--- config.mk ---
export PLATFORM = sky130hd
export DESIGN_NAME = qvr_div
export DESIGN_NICKNAME = d
export VERILOG_FILES = /design/src/design/qvr_pkg.sv /design/src/design/qvr_div.sv
export SDC_FILE = /design/constraint.sdc
export NUM_CORES = 2
export LEC_CHECK = 0
export BUFFER_PORTS_ARGS = -buffer_cell sky130_fd_sc_hd__buf_2
export CORE_MARGIN = 2
export CORE_UTILIZATION = 30
export CTS_CLUSTER_DIAMETER = 40
export CTS_CLUSTER_SIZE = 25
export DETAILED_ROUTE_END_ITERATION = 12
export GPL_TIMING_DRIVEN = 1
export MAX_ROUTING_LAYER = met4
export RECOVER_POWER = 100
export SYNTH_ARGS = -nofsm -noshare
export SYNTH_HDL_FRONTEND = slang
export SYNTH_SLANG_ARGS = --single-unit
--- constraint.sdc ---
create_clock -name clk_i -period 9.25 [get_ports clk_i]
set_input_delay 0.925 -clock clk_i [delete_from_list [all_inputs] [get_ports clk_i]]
set_output_delay 0.925 -clock clk_i [all_outputs]
set_load 0.005 [all_outputs]
--- src/design/qvr_pkg.sv ---
// Shared widths, types and rounding helpers for the quaternion vector rotator.
package qvr_pkg;

  localparam int FRAC_BITS  = 14;
  localparam int DATA_W     = 16;
  localparam int SQ_W       = 32;
  localparam int RAD_W      = 62;
  localparam int ROOT_W     = 31;
  localparam int REM_W      = 34;
  localparam int NUM_SHIFT  = FRAC_BITS + 15;
  localparam int NUM_W      = 46;
  localparam int DIV_STAGES = 16;
  localparam int UNIT_W     = DIV_STAGES + 1;
  localparam int T_W        = 20;
  localparam int ACC_W      = 40;
  localparam int CFG_IDX_W  = 2;

  localparam logic [CFG_IDX_W-1:0] CFG_ROT_X = 2'd0;
  localparam logic [CFG_IDX_W-1:0] CFG_ROT_Y = 2'd1;
  localparam logic [CFG_IDX_W-1:0] CFG_ROT_Z = 2'd2;
  localparam logic [CFG_IDX_W-1:0] CFG_ROT_W = 2'd3;

  // Magnitudes and signs that ride alongside the square root.
  typedef struct packed {
    logic [DATA_W-1:0] mag_x;
    logic [DATA_W-1:0] mag_y;
    logic [DATA_W-1:0] mag_z;
    logic              neg_x;
    logic              neg_y;
    logic              neg_z;
    logic              zero;
  } vec_side_t;

  typedef struct packed {
    logic signed [DATA_W-1:0] x;
    logic signed [DATA_W-1:0] y;
    logic signed [DATA_W-1:0] z;
    logic signed [DATA_W-1:0] w;
  } quat_t;

  // Drops FRAC_BITS bits, rounding the magnitude half up.
  function automatic logic signed [ACC_W-1:0] round_drop(input logic signed [ACC_W-1:0] x);
    logic              neg;
    logic [ACC_W-1:0]  mag;
    neg = x[ACC_W-1];
    mag = neg ? ACC_W'(-x) : ACC_W'(x);
    mag = (mag + (ACC_W'(1) << (FRAC_BITS - 1))) >> FRAC_BITS;
    return neg ? -$signed(mag) : $signed(mag);
  endfunction

  function automatic logic signed [DATA_W-1:0] sat16(input logic signed [ACC_W-1:0] x);
    logic signed [DATA_W-1:0] r;
    if (x > ACC_W'(32767)) begin
      r = 16'sh7fff;
    end else if (x < -ACC_W'(32768)) begin
      r = 16'sh8000;
    end else begin
      r = x[DATA_W-1:0];
    end
    return r;
  endfunction

endpackage

--- src/design/qvr_div.sv ---
// Pipelined restoring divider that scales one component to unit length.
module qvr_div (
  input  logic                                clk_i,
  input  logic                                rst_ni,
  input  logic                                en_i,
  input  logic                                valid_i,
  input  logic [qvr_pkg::DATA_W-1:0]          mag_i,
  input  logic                                neg_i,
  input  logic                                zero_i,
  input  logic [qvr_pkg::ROOT_W-1:0]          den_i,
  output logic                                valid_o,
  output logic signed [qvr_pkg::UNIT_W-1:0]   unit_o
);

  localparam int N = qvr_pkg::DIV_STAGES;

  logic                         v_s   [N+1];
  logic [qvr_pkg::NUM_W-1:0]    rem_s [N+1];
  logic [qvr_pkg::ROOT_W-1:0]   den_s [N+1];
  logic [N-1:0]                 quo_s [N+1];
  logic                         neg_s [N+1];
  logic                         zer_s [N+1];

  // The rounding offset of half the divisor is added up front.
  assign v_s[0]   = valid_i;
  assign rem_s[0] = qvr_pkg::NUM_W'({mag_i, {qvr_pkg::NUM_SHIFT{1'b0}}})
                  + qvr_pkg::NUM_W'(den_i >> 1);
  assign den_s[0] = den_i;
  assign quo_s[0] = '0;
  assign neg_s[0] = neg_i;
  assign zer_s[0] = zero_i;

  for (genvar k = 0; k < N; k++) begin : g_stage
    logic [qvr_pkg::NUM_W-1:0] cmp;
    logic                      ge;

    always_comb begin
      cmp = qvr_pkg::NUM_W'(den_s[k]) << (N - 1 - k);
      ge  = rem_s[k] >= cmp;
    end

    always_ff @(posedge clk_i or negedge rst_ni) begin
      if (!rst_ni) begin
        v_s[k+1] <= 1'b0;
      end else if (en_i) begin
        v_s[k+1] <= v_s[k];
      end
    end

    always_ff @(posedge clk_i) begin
      if (en_i) begin
        rem_s[k+1] <= ge ? rem_s[k] - cmp : rem_s[k];
        quo_s[k+1] <= {quo_s[k][N-2:0], ge};
        den_s[k+1] <= den_s[k];
        neg_s[k+1] <= neg_s[k];
        zer_s[k+1] <= zer_s[k];
      end
    end
  end

  // A zero vector has no direction; its unit components are forced to zero.
  assign valid_o = v_s[N];
  assign unit_o  = zer_s[N] ? '0
                 : (neg_s[N] ? -$signed({1'b0, quo_s[N]}) : $signed({1'b0, quo_s[N]}));

endmodule

# Yosys cells after proc, flatten, opt, wreduce, memory -nomap -nowiden
# Cells that the tools add are included.
[word_totals]
word_cells = 144
regBits = 1339
in_bits = 53
output_inout_bits = 18
[op_classes]
n_addsub = 17
muxes = 17
magnitude_cmp = 16
[ops]
columns = ["op", "count"]
rows = [
  ["$mux W46", 15],
  ["$add A45 B30 Y46", 1],
  ["$ge A46 B31 Y1", 1],
  ["$ge A46 B32 Y1", 1],
  ["$ge A46 B33 Y1", 1],
  ["$ge A46 B34 Y1", 1],
  ["$ge A46 B35 Y1", 1],
  ["$ge A46 B36 Y1", 1],
  ["$ge A46 B37 Y1", 1],
  ["$ge A46 B38 Y1", 1],
  ["$ge A46 B39 Y1", 1],
  ["$ge A46 B40 Y1", 1],
  ["$ge A46 B41 Y1", 1],
  ["$ge A46 B42 Y1", 1],
  ["$ge A46 B43 Y1", 1],
  ["$ge A46 B44 Y1", 1],
  ["$ge A46 B45 Y1", 1],
  ["$ge A46 B46 Y1", 1],
  ["$sub A46 B32 Y46", 1],
  ["$sub A46 B33 Y46", 1],
  ["$sub A46 B34 Y46", 1],
  ["$sub A46 B35 Y46", 1],
  ["$sub A46 B36 Y46", 1],
  ["$sub A46 B37 Y46", 1],
  ["11 further kinds", 12],
]

# Logic depth before layout (Yosys ltp)
[logic_depth]
word_depth = 3
depth_mapped = 17
mapped_depth_nobuf = 16

# Worst setup path before layout
# Ideal clock, no wire load.
[synth_timing]
kind = "input to register"
start = "input port mag_i[0] (netlist name)"
end = "register rem_s[719] (netlist name) (data pin)"
slack_ps = 5321
setup_ps = 270
t_arrival_ps = 3659
required_time_ps = 8980
n_path_buf = 2
cell_stages = 13
path_cell_list = "ha_1 ha_1 and4_1 nand3_1 xnor2_1 ha_1 nand2_1 or3_1 o41ai_1 a31o_2 buf_2 buf_1 a21oi_1"
[synth_via]
elab_chain_cells = 3
elab_cells_between_ends = 4
cone_classes = "add/sub: 2; order compare: 1; mux: 1"
[synth_lines]
columns = ["item", "line_no", "rtl"]
rows = [
  ["start, declared", "qvr_div.sv:7", "input logic [qvr_pkg::DATA_W-1:0] mag_i,"],
  ["$add A45 B30 Y46", "qvr_div.sv:27", "+ qvr_pkg::NUM_W'(den_i >> 1);"],
  ["$ge A46 B46 Y1", "qvr_div.sv:39", "ge = rem_s[k] >= cmp;"],
  ["net g_stage[0].ge", "qvr_div.sv:35", "logic ge;"],
  ["$mux W46", "qvr_div.sv:52", "rem_s[k+1] <= ge ? rem_s[k] - cmp : rem_s[k];"],
  ["end signal, assigned by index", "qvr_div.sv:52", ""],
  ["end, declared", "qvr_div.sv:18", "logic [qvr_pkg::NUM_W-1:0] rem_s [N+1];"],
]
# The timed path passes the listed nets, and every way through them passes these cells.
# A chain may end at the register's enable or synchronous reset.

# Worst setup path after layout
[layout_timing]
start = "register rem_s[610] (netlist name)"
end = "register rem_s[569] (netlist name) (data pin)"
[layout_via]
elab_chain_cells = 2
elab_cells_between_ends = 3
cone_classes = "add/sub: 1; order compare: 1; mux: 1"
[layout_lines]
columns = ["item", "line_no"]
rows = [
  ["$sub A46 B43 Y46 or $ge A46 B43 Y1 (tied branches)", "qvr_div.sv:52, qvr_div.sv:39"],
  ["$mux W46 *", "qvr_div.sv:52"],
]
# Every way passes the cells marked *; elsewhere a longest branch is shown, timed or not.

==> impl_metrics.ini <==
[timing]
tightest_slew_ns = 5.205
fin_crit_sh_pct = 72.12
finalSetupViolCount = 0
timing.fmax_ghz = 0.1499
finalMaxSlewViolations = 1751
skew_ns = 0.05234
slew_headroom_pct = -247.0
finalSetupTns_ns = 0
min_period_ns = 6.671
finalHoldViolCount = 0
rsz0062_at_grt = false

[floorplan]
core_um2 = 233000
start_util_pct = 30.22
rows = 177
pin_count = 71
die_h_um = 488.5
die-area_um2 = 238600
die_w_um = 488.5

[logic_synthesis]
synth_area_per_cell_um2 = 10.72
synth_edf_count = 1203
synth_nets = 7132
yosysUniqueCellTypes = 100
synth_seq_cells = 1219
synth_area_um2 = 70410
synthFlopType = edfxtp_1
synth_cells = 6565
async_reset_ff_share_pct = 1.313
ys_seq_area_share_pct = 51.88
synth_warnings = 0

[cts]
cts-root-buf = clkbuf_16
cts_resized = 0
ctsLongestPathBuffers = 3
cts_tree = done
hold_buffers = 1
cts.sinks = 1219
insertion_delay_ns = 0.83
htreeDepth = 4
cts.clk_slew.worst_paths_ns = 0.05
postCtsSetupBuffers = 0
cts_buffers = 191

[worst_setup_path]
worstPathCellList = inv_1, ha_1, fa_1, nand2b_1, a21oi_1, a211oi_1, nor2_1, o41ai_1, o21ai_2, a2111oi_0, o21ai_2, nor2_1, inv_1, clkbuf_1, mux2_2
startpoint_type = flop
max_stage_delay_ns = 1.62
critPathArrivalTime_ns = 7.19
cp-end-kind = flop
worstPathRequired_ns = 9.77
worst-setup-path-type = flop to flop
rrSetupSlack_ns = 2.58
crit_family = compound AO/OA/AOI/OAI gates
slowest_stage = a2111oi_0
crit_buf_inv = 3
cp_max_fo = 52

[power]
switchingPower_mw = 8.980
powerDensity_nw_per_um2 = 317.8
p_leak_nw = 31.40
switching_share_pct = 35.06
intPower_mw = 16.64
clock_power_share_pct = 28.0
p_total_mw = 25.62
irDropWorstVdd_mv = 0.1580
power_frac_comb_pct = 37.2
seqPwrFrac_pct = 34.8

[cells_and_area]
postLayoutCoreUtil_pct = 34.60
n_fill_cell = 23030
syn2layout_area_growth_pct = 14.49
drive_gt1_share_pct = 6.729
nNetsFinal = 7269
final_cell_mix = edfxtp_1, inv_1, a21oi_1
instances_no_fill = 9999
final_common_cell = edfxtp_1

[drt]
first_pass_iters = 6
routedWlPerCell_um = 15.87
vias_per_cell = 4.825
drt_iter0_markers = 2837
drc = 0
ant_nets = 0
routed_wl_mm = 158.7
vias = 48240

[global_route]
grt_pass1_vias = 49020
grt_pass1_wl_mm = 255.3
grt_util_all_layers_pct = 13.55
grt_max_degree = 197
grt-ovfl-total = 0
antenna_found_initial = 0

[flow_run]
cap_violations = 29

[placement]
io_buffers = 70
dp.cells = 9640
gp_congestion = 1.010
place_hpwl_mm = 119.9

[worst_hold_path]
hold_class = primary input to flop

[outcome]
status = finished with violations
violations = capacitance limit, slew limit
## sequential cells by signal, indices dropped and copies added, names as in the netlist
register,count
neg_s,16
zer_s,16
v_s,15
rem_s,690
valid_o,1
den_s,345
quo_s,136
## power by group through the flow
| stage | Sequential (mW) | Clock [mW] | Combinational [mW] |
|---|---|---|---|
| 5_1_grt | 9.07 | 7.62 | 10.7 |
| 2_1_floorplan | 8.63 | 0 | 7.46 |
| 6_report | 8.91 | 7.17 | 9.53 |
| 3_3_place_gp | 8.96 | 0 | 9.30 |
| 4_1_cts | 8.89 | 7.36 | 9.52 |
| 3_5_place_dp | 8.98 | 0 | 9.47 |
## final cells by class
cell class              count  area [um^2]  share of cell area (%)
clock inverters           149         1653                   2.050
repair buffers            100        444.2                  0.5510
inverters                 602         2260                   2.803
multi-input cells        4588        30920                   38.36
diodes                      1        2.502                0.003104
well taps                3132         3919                   4.861
flip-flops and latches   1219        36530                   45.31
clock buffers             208         4886                   6.061
## cell families after synthesis
| family | after synthesis | synth area share (%) |
|---|---|---|
| DFF | 1219 | 51.88 |
| buffers and inverters | 758 | 4.100 |
| and+or+nand+nor | 1748 | 11.93 |
| AOI/OAI and AO/OA | 1715 | 14.92 |
| adders and majority gates | 514 | 9.294 |
| xor gates and xnor gates | 527 | 6.556 |
| muxes | 84 | 1.327 |
## stage by stage
| step | area (um^2) | setup slack [ns] | hold slack, ns |
|---|---|---|---|
| 2_1_floorplan | 70410 | 5.321 | 0.4003 |
| 3_3_place_gp | 74390 | 4.129 | 0.4020 |
| 3_5_place_dp | 74390 | 4.162 | 0.4045 |
| 4_1_cts | 80940 | 4.518 | 0.2348 |
| 5_1_grt | 80610 | 2.104 | 0.2479 |
| 6_report | 80610 | 2.579 | 0.3079 |
## synth_stat cells (all sizes together), types with 33 or more instances
library cell	count	share of area (%)
mux2	75	1.2
or3	37	0.33
xor2	252	3.1
o31ai	40	0.43
nand3	106	0.75
o21bai	46	0.49
nor4	56	0.54
nand2	549	2.9
nor3	121	0.87
o21ai	494	3.5
nor2b	87	0.77
nand4	101	0.90
o21a	55	0.59
a31oi	39	0.37
edfxtp	1203	51
nand2b	92	0.82
a21o	218	2.3
clkbuf	109	0.58
a211oi	53	0.59
xnor2	275	3.4
nor2	439	2.3
and3	33	0.29
buf	47	0.31
o211ai	37	0.41
inv	601	3.2
ha	499	8.9
a21oi	573	4.1
## per-layer routing
metal | routed length [um] | global-route usage (%)
met5 | 0 | -
met1 | 62880 | 14.03
met2 | 83090 | 25.05
met4 | 7109 | 6.048
met3 | 5586 | 2.159
## worst paths after layout
path                             from          to  cells after the start
max                        rem_s[610]  rem_s[569]                     15
min                            zero_i   zer_s[15]                      1
max reg2reg                rem_s[610]  rem_s[569]                     15
min reg2reg                quo_s[114]   quo_s[99]                      0
max in group asynchronous      rst_ni      v_s[4]                      2
min in group asynchronous      rst_ni     v_s[13]                      2
## worst register-to-register path: stages, from the launching register on
cell,delay (ns)
edfxtp_1,0.46
inv_1,0.17
ha_1,0.27
fa_1,0.23
nand2b_1,0.15
a21oi_1,0.08
a211oi_1,0.47
nor2_1,0.14
o41ai_1,0.66
o21ai_2,0.18
a2111oi_0,1.62
o21ai_2,0.17
nor2_1,0.21
inv_1,0.11
clkbuf_1,0.86
mux2_2,0.66
Power figures use the tool's default switching activity.
