**config.mk**
```make
export PLATFORM = sky130hd
export DESIGN_NAME = qvr_sqrt
export DESIGN_NICKNAME = d
export VERILOG_FILES = /design/src/design/qvr_pkg.sv /design/src/design/qvr_sqrt.sv
export SDC_FILE = /design/constraint.sdc
export NUM_CORES = 2
export LEC_CHECK = 0
export BUFFER_PORTS_ARGS = -buffer_cell sky130_fd_sc_hd__buf_2
export CAP_MARGIN = 0
export CELL_PAD_IN_SITES_DETAIL_PLACEMENT = 0
export CELL_PAD_IN_SITES_GLOBAL_PLACEMENT = 2
export CORE_ASPECT_RATIO = 0.8
export CORE_MARGIN = 8
export CORE_UTILIZATION = 45
export CTS_CLUSTER_SIZE = 16
export DETAILED_ROUTE_END_ITERATION = 10
export GPL_ROUTABILITY_DRIVEN = 0
export PLACE_DENSITY = 0.81
export SYNTH_ARGS = -nofsm -noshare
export SYNTH_HDL_FRONTEND = slang
export SYNTH_SLANG_ARGS = --single-unit
```
**constraint.sdc**
```tcl
create_clock -name clk_i -period 4.25 [get_ports clk_i]
set_input_delay 0.6375 -clock clk_i [delete_from_list [all_inputs] [get_ports clk_i]]
set_output_delay 0.6375 -clock clk_i [all_outputs]
set_load 0.02 [all_outputs]
```
**src/design/qvr_pkg.sv**
```systemverilog
// Shared widths, types and rounding helpers for the quaternion vector rotator.
package qvr_pkg;

  localparam int FRAC_BITS  = 14;
  localparam int DATA_W     = 16;
  localparam int SQ_W       = 32;
  localparam int RAD_W      = 62;
  localparam int ROOT_W     = 31;
  localparam int REM_W      = 34;
  localparam int NUM_SHIFT  = FRAC_BITS + 15;
  localparam int NUM_W      = 46;
  localparam int DIV_STAGES = 16;
  localparam int UNIT_W     = DIV_STAGES + 1;
  localparam int T_W        = 20;
  localparam int ACC_W      = 40;
  localparam int CFG_IDX_W  = 2;

  localparam logic [CFG_IDX_W-1:0] CFG_ROT_X = 2'd0;
  localparam logic [CFG_IDX_W-1:0] CFG_ROT_Y = 2'd1;
  localparam logic [CFG_IDX_W-1:0] CFG_ROT_Z = 2'd2;
  localparam logic [CFG_IDX_W-1:0] CFG_ROT_W = 2'd3;

  // Magnitudes and signs that ride alongside the square root.
  typedef struct packed {
    logic [DATA_W-1:0] mag_x;
    logic [DATA_W-1:0] mag_y;
    logic [DATA_W-1:0] mag_z;
    logic              neg_x;
    logic              neg_y;
    logic              neg_z;
    logic              zero;
  } vec_side_t;

  typedef struct packed {
    logic signed [DATA_W-1:0] x;
    logic signed [DATA_W-1:0] y;
    logic signed [DATA_W-1:0] z;
    logic signed [DATA_W-1:0] w;
  } quat_t;

  // Drops FRAC_BITS bits, rounding the magnitude half up.
  function automatic logic signed [ACC_W-1:0] round_drop(input logic signed [ACC_W-1:0] x);
    logic              neg;
    logic [ACC_W-1:0]  mag;
    neg = x[ACC_W-1];
    mag = neg ? ACC_W'(-x) : ACC_W'(x);
    mag = (mag + (ACC_W'(1) << (FRAC_BITS - 1))) >> FRAC_BITS;
    return neg ? -$signed(mag) : $signed(mag);
  endfunction

  function automatic logic signed [DATA_W-1:0] sat16(input logic signed [ACC_W-1:0] x);
    logic signed [DATA_W-1:0] r;
    if (x > ACC_W'(32767)) begin
      r = 16'sh7fff;
    end else if (x < -ACC_W'(32768)) begin
      r = 16'sh8000;
    end else begin
      r = x[DATA_W-1:0];
    end
    return r;
  endfunction

endpackage

```
**src/design/qvr_sqrt.sv**
```systemverilog
// Pipelined integer square root, one result bit per stage.
module qvr_sqrt (
  input  logic                            clk_i,
  input  logic                            rst_ni,
  input  logic                            en_i,
  input  logic                            valid_i,
  input  logic [qvr_pkg::SQ_W-1:0]        rad_i,
  input  qvr_pkg::vec_side_t              side_i,
  output logic                            valid_o,
  output logic [qvr_pkg::ROOT_W-1:0]      root_o,
  output qvr_pkg::vec_side_t              side_o
);

  localparam int N = qvr_pkg::ROOT_W;

  logic                         v_s    [N+1];
  logic [qvr_pkg::RAD_W-1:0]    x_s    [N+1];
  logic [qvr_pkg::REM_W-1:0]    rem_s  [N+1];
  logic [qvr_pkg::ROOT_W-1:0]   root_s [N+1];
  qvr_pkg::vec_side_t           side_s [N+1];

  assign v_s[0]    = valid_i;
  assign x_s[0]    = {rad_i, {(qvr_pkg::RAD_W - qvr_pkg::SQ_W){1'b0}}};
  assign rem_s[0]  = '0;
  assign root_s[0] = '0;
  assign side_s[0] = side_i;

  for (genvar k = 0; k < N; k++) begin : g_stage
    logic [qvr_pkg::REM_W-1:0] rem_n;
    logic [qvr_pkg::REM_W-1:0] trial;
    logic                      ge;

    always_comb begin
      rem_n = {rem_s[k][qvr_pkg::REM_W-3:0], x_s[k][qvr_pkg::RAD_W-1 -: 2]};
      trial = qvr_pkg::REM_W'({root_s[k], 2'b01});
      ge    = rem_n >= trial;
    end

    always_ff @(posedge clk_i or negedge rst_ni) begin
      if (!rst_ni) begin
        v_s[k+1] <= 1'b0;
      end else if (en_i) begin
        v_s[k+1] <= v_s[k];
      end
    end

    always_ff @(posedge clk_i) begin
      if (en_i) begin
        x_s[k+1]    <= x_s[k] << 2;
        rem_s[k+1]  <= ge ? rem_n - trial : rem_n;
        root_s[k+1] <= {root_s[k][qvr_pkg::ROOT_W-2:0], ge};
        side_s[k+1] <= side_s[k];
      end
    end
  end

  assign valid_o = v_s[N];
  assign root_o  = root_s[N];
  assign side_o  = side_s[N];

endmodule

```
# Word-level counts from Yosys, hierarchy flattened
# Index checks and enable logic that the tools add are counted.
classes:
  n_addsub: 30
  order_cmp: 31
  mux: 30
op_table:
  columns: ["op", "n"]
  rows:
  - ["32-bit 2-to-1 mux", 29]
  - ["34-bit by 10-bit >= comparator with 1-bit output", 1]
  - ["34-bit by 11-bit >= comparator with 1-bit output", 1]
  - ["34-bit by 12-bit >= comparator with 1-bit output", 1]
  - ["34-bit by 13-bit >= comparator with 1-bit output", 1]
  - ["34-bit by 14-bit >= comparator with 1-bit output", 1]
  - ["34-bit by 15-bit >= comparator with 1-bit output", 1]
  - ["34-bit by 16-bit >= comparator with 1-bit output", 1]
  - ["34-bit by 17-bit >= comparator with 1-bit output", 1]
  - ["34-bit by 18-bit >= comparator with 1-bit output", 1]
  - ["34-bit by 19-bit >= comparator with 1-bit output", 1]
  - ["34-bit by 20-bit >= comparator with 1-bit output", 1]
  - ["34-bit by 21-bit >= comparator with 1-bit output", 1]
  - ["34-bit by 22-bit >= comparator with 1-bit output", 1]
  - ["34-bit by 23-bit >= comparator with 1-bit output", 1]
  - ["34-bit by 24-bit >= comparator with 1-bit output", 1]
  - ["34-bit by 25-bit >= comparator with 1-bit output", 1]
  - ["34-bit by 26-bit >= comparator with 1-bit output", 1]
  - ["34-bit by 27-bit >= comparator with 1-bit output", 1]
  - ["34-bit by 28-bit >= comparator with 1-bit output", 1]
  - ["34-bit by 29-bit >= comparator with 1-bit output", 1]
  - ["34-bit by 3-bit >= comparator with 1-bit output", 1]
  - ["34-bit by 30-bit >= comparator with 1-bit output", 1]
  - ["34-bit by 31-bit >= comparator with 1-bit output", 1]
  - ["39 further kinds", 39]
totals:
  input_bits: 88
  register_bits: 3310
  output_inout_bits: 84

# Logic depth before layout (Yosys ltp)
logic_depth:
  depth_word: 2
  depth_mapped: 16
  mapped_depth_nobuf: 14

# Worst setup path before layout
# OpenSTA, ideal clock, no wires.
synth_timing:
  path_type: "register to register"
  startpoint: "register rem_s, in the netlist g_stage[5].rem_n[6]"
  endpoint: "register rem_s, in the netlist g_stage[6].rem_n[33] (data pin)"
  arrival_ns: 3.487
  setup_slack_ns: 0.495
  setup_ns: 0.267
  synth_period_minus_slack_ns: 3.755
  n_path_buf: 1
  path_stages_with_launch: 12
  path_cell_list: "edfxtp_1 ha_1 or4_4 or4_4 or3_4 or4_4 or4_4 o21ai_4 or3_1 buf_6 nor4_2 xor2_1"
synth_between:
  elab_chain_cells: 2
  elab_cells_between_ends: 3
  classes_between: "add/sub: 1; order compare: 1; mux: 1"
synth_rtl:
  columns: ["item", "line", "source"]
  rows:
  - ["start: declaration", "qvr_sqrt.sv:18", "logic [qvr_pkg::REM_W-1:0] rem_s [N+1];"]
  - ["start signal: indexed assignment", "qvr_sqrt.sv:50", "rem_s[k+1] <= ge ? rem_n - trial : rem_n;"]
  - ["32-bit by 7-bit subtractor with 32-bit output or 34-bit by 7-bit >= comparator with 1-bit output (tied branches)", "qvr_sqrt.sv:50, qvr_sqrt.sv:36", null]
  - ["32-bit 2-to-1 mux (*)", "qvr_sqrt.sv:50", null]
# Mark *: on every way between the ends. The rest lies on a longest branch, timed or not.
# A chain may end at the register's enable or synchronous reset.

# Final worst setup path
layout_timing:
  startpoint: "register root_s, in the netlist g_stage[10].trial[6]"
  endpoint: "register rem_s, in the netlist g_stage[11].rem_n[33] (data pin)"
layout_between:
  elab_chain_cells: 2
  elab_cells_between_ends: 3
  classes_between: "add/sub: 1; order compare: 1; mux: 1"
layout_rtl:
  columns: ["item", "line", "source"]
  rows:
  - ["start: declaration", "qvr_sqrt.sv:19", "logic [qvr_pkg::ROOT_W-1:0] root_s [N+1];"]
  - ["start signal: indexed assignment", "qvr_sqrt.sv:51", "root_s[k+1] <= {root_s[k][qvr_pkg::ROOT_W-2:0], ge};"]
  - ["32-bit by 12-bit subtractor with 32-bit output or 34-bit by 12-bit >= comparator with 1-bit output (tied branches)", "qvr_sqrt.sv:50, qvr_sqrt.sv:36", null]
  - ["32-bit 2-to-1 mux (*)", "qvr_sqrt.sv:50", null]
# Marked as above.

==> metrics.txt <==
# TYPE chip_impl_metric gauge
chip_impl_metric{name="dieArea",unit="sq mm"} 0.318
chip_impl_metric{name="netlist_area",unit="sq mm"} 0.135
chip_impl_metric{name="synth-edff-count",unit=""} 3248
chip_impl_metric{name="route.antenna.remaining_nets",unit=""} 0
chip_impl_metric{name="drc_errors",unit=""} 0
chip_impl_metric{name="cts.sinks",unit=""} 3279
chip_impl_info{name="critPathLaunchType",value="flip-flop"} 1
chip_impl_metric{name="drive_above_1_share",unit="%"} 9.90
chip_impl_metric{name="initial_utilization",unit="%"} 45.1
chip_impl_info{name="timing.rr.end",value="g_stage[11].rem_n[33]$_DFFE_PP_"} 1
chip_impl_metric{name="synth.yosys.warnings",unit=""} 0
chip_impl_metric{name="synth_cells",unit=""} 8963
chip_impl_metric{name="grt_max_degree",unit=""} 167
chip_impl_info{name="cp-end-kind",value="flip-flop"} 1
chip_impl_metric{name="power.density_cell_area",unit="mW/mm^2"} 540
chip_impl_metric{name="synth_cell_types",unit=""} 91
chip_impl_metric{name="period_needed",unit="ps"} 3910
chip_impl_metric{name="power",unit="mW"} 82.8
chip_impl_metric{name="hold_violations",unit=""} 0
chip_impl_metric{name="max_slew.worst_pin.slew",unit="ps"} 1090
chip_impl_metric{name="synth_seq_cells",unit=""} 3279
chip_impl_metric{name="drt_first_pass_iters",unit=""} 5
chip_impl_metric{name="p_leak",unit="nW"} 56.7
chip_impl_metric{name="r2r_cells",unit=""} 11
chip_impl_info{name="cpMostUsedCell",value="sky130_fd_sc_hd__nor3_1"} 1
chip_impl_metric{name="yosysSeqAreaShare",unit="%"} 72.8
chip_impl_metric{name="clock_skew",unit="ps"} 75.0
chip_impl_metric{name="power_report.internal_total",unit="mW"} 62.1
chip_impl_metric{name="placement.cell_area",unit="sq mm"} 0.141
chip_impl_metric{name="grt_overflow",unit=""} 0
chip_impl_metric{name="switching_share",unit="%"} 24.9
chip_impl_metric{name="route.detailed.wl_per_inst",unit="um"} 16.8
chip_impl_metric{name="buffer_ports.inserted",unit=""} 171
chip_impl_metric{name="critPathMaxFanout",unit=""} 5
chip_impl_metric{name="tritoncts.num_buffers",unit=""} 332
chip_impl_metric{name="totalWireLength",unit="um"} 232000
chip_impl_info{name="cts.root.buffer_cell",value="sky130_fd_sc_hd__clkbuf_16"} 1
chip_impl_metric{name="clk_pin_slew",unit="ps"} 60
chip_impl_metric{name="cp.required",unit="ps"} 4820
chip_impl_metric{name="max_stage_delay",unit="ps"} 940
chip_impl_metric{name="netSwitchingPower",unit="mW"} 20.6
chip_impl_metric{name="post_synth.cell_area_avg",unit="sq um"} 15.1
chip_impl_metric{name="std_cell_rows",unit=""} 180
chip_impl_metric{name="grt_first_pass_wirelength",unit="um"} 373000
chip_impl_metric{name="avgViaCountPerCell",unit=""} 5.10
chip_impl_metric{name="grt_util_all_layers",unit="%"} 14.2
chip_impl_metric{name="number_of_pins_with_negative_max_slew_slack_in_the_final_report",unit=""} 0
chip_impl_metric{name="post-route-cell-area",unit="sq mm"} 0.153
chip_impl_metric{name="reg2reg_slack",unit="ps"} 340
chip_impl_metric{name="tns",unit="ps"} 0
chip_impl_info{name="ys_dominant_reg_cell",value="sky130_fd_sc_hd__edfxtp_1"} 1
chip_impl_metric{name="pwr-share-comb",unit="%"} 14.3
chip_impl_info{name="setup_repair_after_global_routing_missed_its_margin",value="false"} 1
chip_impl_info{name="min_to",value="g_stage[1].rem_n[2]$_DFFE_PP_"} 1
chip_impl_metric{name="design.final.nets",unit=""} 10100
chip_impl_metric{name="die_width",unit="um"} 629
chip_impl_info{name="tritoncts_clock_tree",value="done"} 1
chip_impl_metric{name="io_pins",unit=""} 172
chip_impl_metric{name="first_iter_violations",unit=""} 5377
chip_impl_metric{name="post_cts.resized_instances",unit=""} 0
chip_impl_metric{name="max-cap-violations",unit=""} 0
chip_impl_metric{name="seq_pwr_share",unit="%"} 50.4
chip_impl_metric{name="asyncSetResetFlopFracSynth",unit="%"} 0.945
chip_impl_info{name="crit_path_top_delay_cell",value="sky130_fd_sc_hd__o41ai_1"} 1
chip_impl_metric{name="grt_antenna_before_repair",unit=""} 1
chip_impl_metric{name="timing.critical_path.arrival",unit="ps"} 4480
chip_impl_info{name="worst_hold_path_type",value="in2reg"} 1
chip_impl_metric{name="area_growth_syn_to_layout",unit="%"} 13.5
chip_impl_metric{name="slew-limit-headroom",unit="%"} 26.7
chip_impl_info{name="timing_worst_setup_path_type",value="reg2reg"} 1
chip_impl_info{name="crit_chain",value="inv_1 > ha_1 > and3_1 > nand3_1 > o41ai_1 > nor3_1 > and2_1 > nor4b_4 > or4_1 > nor3_1 > xor2_1"} 1
chip_impl_metric{name="clock_tree.htree_level_count",unit=""} 5
chip_impl_metric{name="final-instance-count-excl-fill",unit=""} 13800
chip_impl_metric{name="core_area",unit="sq mm"} 0.300
chip_impl_info{name="run_status",value="finished, final reports clean"} 1
chip_impl_info{name="min-delay-start",value="rad_i[30]"} 1
chip_impl_metric{name="final.period_utilization",unit="%"} 92.0
chip_impl_metric{name="synth_net_count",unit=""} 9564
chip_impl_metric{name="floorplan.die.height",unit="um"} 506
chip_impl_metric{name="total_vias_in_the_final_route",unit=""} 70300
chip_impl_metric{name="grt_pass1_vias",unit=""} 69400
chip_impl_metric{name="report.final.setup_viol",unit=""} 0
chip_impl_metric{name="hold_path_cell_cnt",unit=""} 2
chip_impl_metric{name="max-clock-path-buffers",unit=""} 4
chip_impl_metric{name="dp.cells",unit=""} 13100
chip_impl_metric{name="layout.core_utilization",unit="%"} 51.1
chip_impl_info{name="r2r-start",value="g_stage[10].trial[6]$_DFFE_PP_"} 1
chip_impl_metric{name="place_hpwl",unit="um"} 158000
chip_impl_metric{name="clock.fmax",unit="GHz"} 0.256
chip_impl_metric{name="vdd.ir_drop.worst",unit="mV"} 0.388
chip_impl_metric{name="power.clock.fraction",unit="%"} 35.3
chip_impl_metric{name="clock_latency",unit="ps"} 860
[worst max-delay path: cells and delay by family (launching register included)]
kind / cells / cell delay, ps
simple gates: 7 / 1800
compound gates: 1 / 940
flops: 1 / 370
fa+ha+maj: 1 / 350
xor+xnor: 1 / 100
buf+inv: 1 / 50
[state kept, by name (all words and copies together) (netlist names)]
register       count
root_o            31
x_s              210
side_s          1560
side_o            52
valid_o            1
g_stage.trial    465
g_stage.rem_n    930
v_s               30
[cell usage after synthesis, drive strengths merged (33+ instances only)]
cell / count / share of area, %
edfxtp: 3248 / 72
inv: 639 / 1.8
nand2: 535 / 1.5
ha: 499 / 4.6
nor2: 469 / 1.3
a21oi: 446 / 1.7
o21ai: 439 / 1.6
xor2: 384 / 2.5
xnor2: 317 / 2.1
nor3: 210 / 0.78
a21o: 207 / 1.2
nor4: 111 / 0.52
clkbuf: 101 / 0.28
nand2b: 101 / 0.47
mux2: 99 / 0.83
o21a: 99 / 0.55
nand3: 83 / 0.31
or3: 70 / 0.33
buf: 69 / 0.35
nor2b: 59 / 0.27
o31ai: 59 / 0.33
or4: 52 / 0.30
a211oi: 50 / 0.28
nand4: 49 / 0.23
and3: 48 / 0.22
o211ai: 45 / 0.25
a31oi: 39 / 0.18
and2: 35 / 0.16
o21bai: 35 / 0.19
or2: 33 / 0.15
[metal layers]
layer | up-vias | share of wire, % | global-route usage [%]
li1 | 34700 | - | -
met1 | 33800 | 49 | 20.8
met2 | 1373 | 43 | 21.4
met3 | 437 | 4.9 | 2.45
met4 | 0 | 3.2 | 4.69
met5 | - | 0 | 0
[area by class of cell]
| type | instances | area, sq um |
|---|---|---|
| Clock inverter | 203 | 2310 |
| Clock buffer | 394 | 8670 |
| Antenna cell | 2 | 5.00 |
| Tap cell | 4004 | 5010 |
| Inverter | 647 | 2430 |
| Timing Repair Buffer | 377 | 2970 |
| Fill cell | 24600 | 147000 |
| Sequential cell | 3279 | 98300 |
| Multi-Input combinational cell | 4867 | 33600 |
[per-stage QoR]
stage	hold WS, ps	setup WS [ps]
6_report	98.5	338
3_5_place_dp	405	389
3_3_place_gp	400	340
5_1_grt	43.1	134
4_1_cts	6.56	379
2_1_floorplan	342	495
[placed cells by master (no fill, tap or decap), drive strengths merged, types with 18 or more instances in the layout]
master / count
edfxtp: 3248
inv: 654
nand2: 535
ha: 499
nor2: 469
a21oi: 446
o21ai: 439
clkbuf: 394
xor2: 384
xnor2: 317
buf: 291
nor3: 210
a21o: 207
clkinv: 140
nor4: 111
nand2b: 101
o21a: 99
mux2: 99
dlygate4sd3: 86
nand3: 83
or3: 70
nor2b: 59
o31ai: 59
or4: 52
a211oi: 50
nand4: 49
and3: 48
o211ai: 45
bufinv: 42
a31oi: 39
o21bai: 35
and2: 35
or2: 33
dfrtp: 31
a211o: 18
a31o: 18
[worst max path at each step]
stage	from	end	slack, ps
6_report	g_stage[10].trial[6]$_DFFE_PP_	g_stage[11].rem_n[33]$_DFFE_PP_	340
5_1_grt	g_stage[10].trial[6]$_DFFE_PP_	g_stage[11].rem_n[33]$_DFFE_PP_	130
4_1_cts	g_stage[5].rem_n[6]$_DFFE_PP_	g_stage[6].rem_n[26]$_DFFE_PP_	380
3_5_place_dp	g_stage[5].rem_n[6]$_DFFE_PP_	g_stage[6].rem_n[26]$_DFFE_PP_	390
3_3_place_gp	g_stage[5].rem_n[6]$_DFFE_PP_	g_stage[6].rem_n[3]$_DFFE_PP_	340
2_1_floorplan	g_stage[5].rem_n[6]$_DFFE_PP_	g_stage[6].rem_n[33]$_DFFE_PP_	500
[repair_timing]
item                                   4_1_cts  5_1_grt
hold buffers                                86        0
buffers inserted                             0        0
endpoints found under the hold margin      115        0
[power by group through the flow]
stage          clock network, mW  registers [mW]  logic, mW
5_1_grt                     31.5            42.0       13.3
3_3_place_gp                   0            42.3       11.5
6_report                    29.3            41.7       11.8
4_1_cts                     30.3            41.7       11.8
2_1_floorplan                  0            41.6       8.69
3_5_place_dp                   0            42.4       11.7
[cells by family (layout without fill, tap and decap cells)]
kind of cell | after synthesis | after routing | synth area share, %
flip-flops | 3279 | 3279 | 72.8
AND/OR/NAND/NOR | 1930 | 1930 | 7.02
AO/OA/AOI/OAI | 1611 | 1611 | 7.49
buffers and inverters | 817 | 1621 | 2.42
XOR/XNOR | 701 | 701 | 4.55
adder cells (fa/ha/maj) | 513 | 513 | 4.83
multiplexers | 111 | 111 | 0.914
other | 1 | 3 | 0.00278
Note: power is estimated with default switching activity, not from simulation.
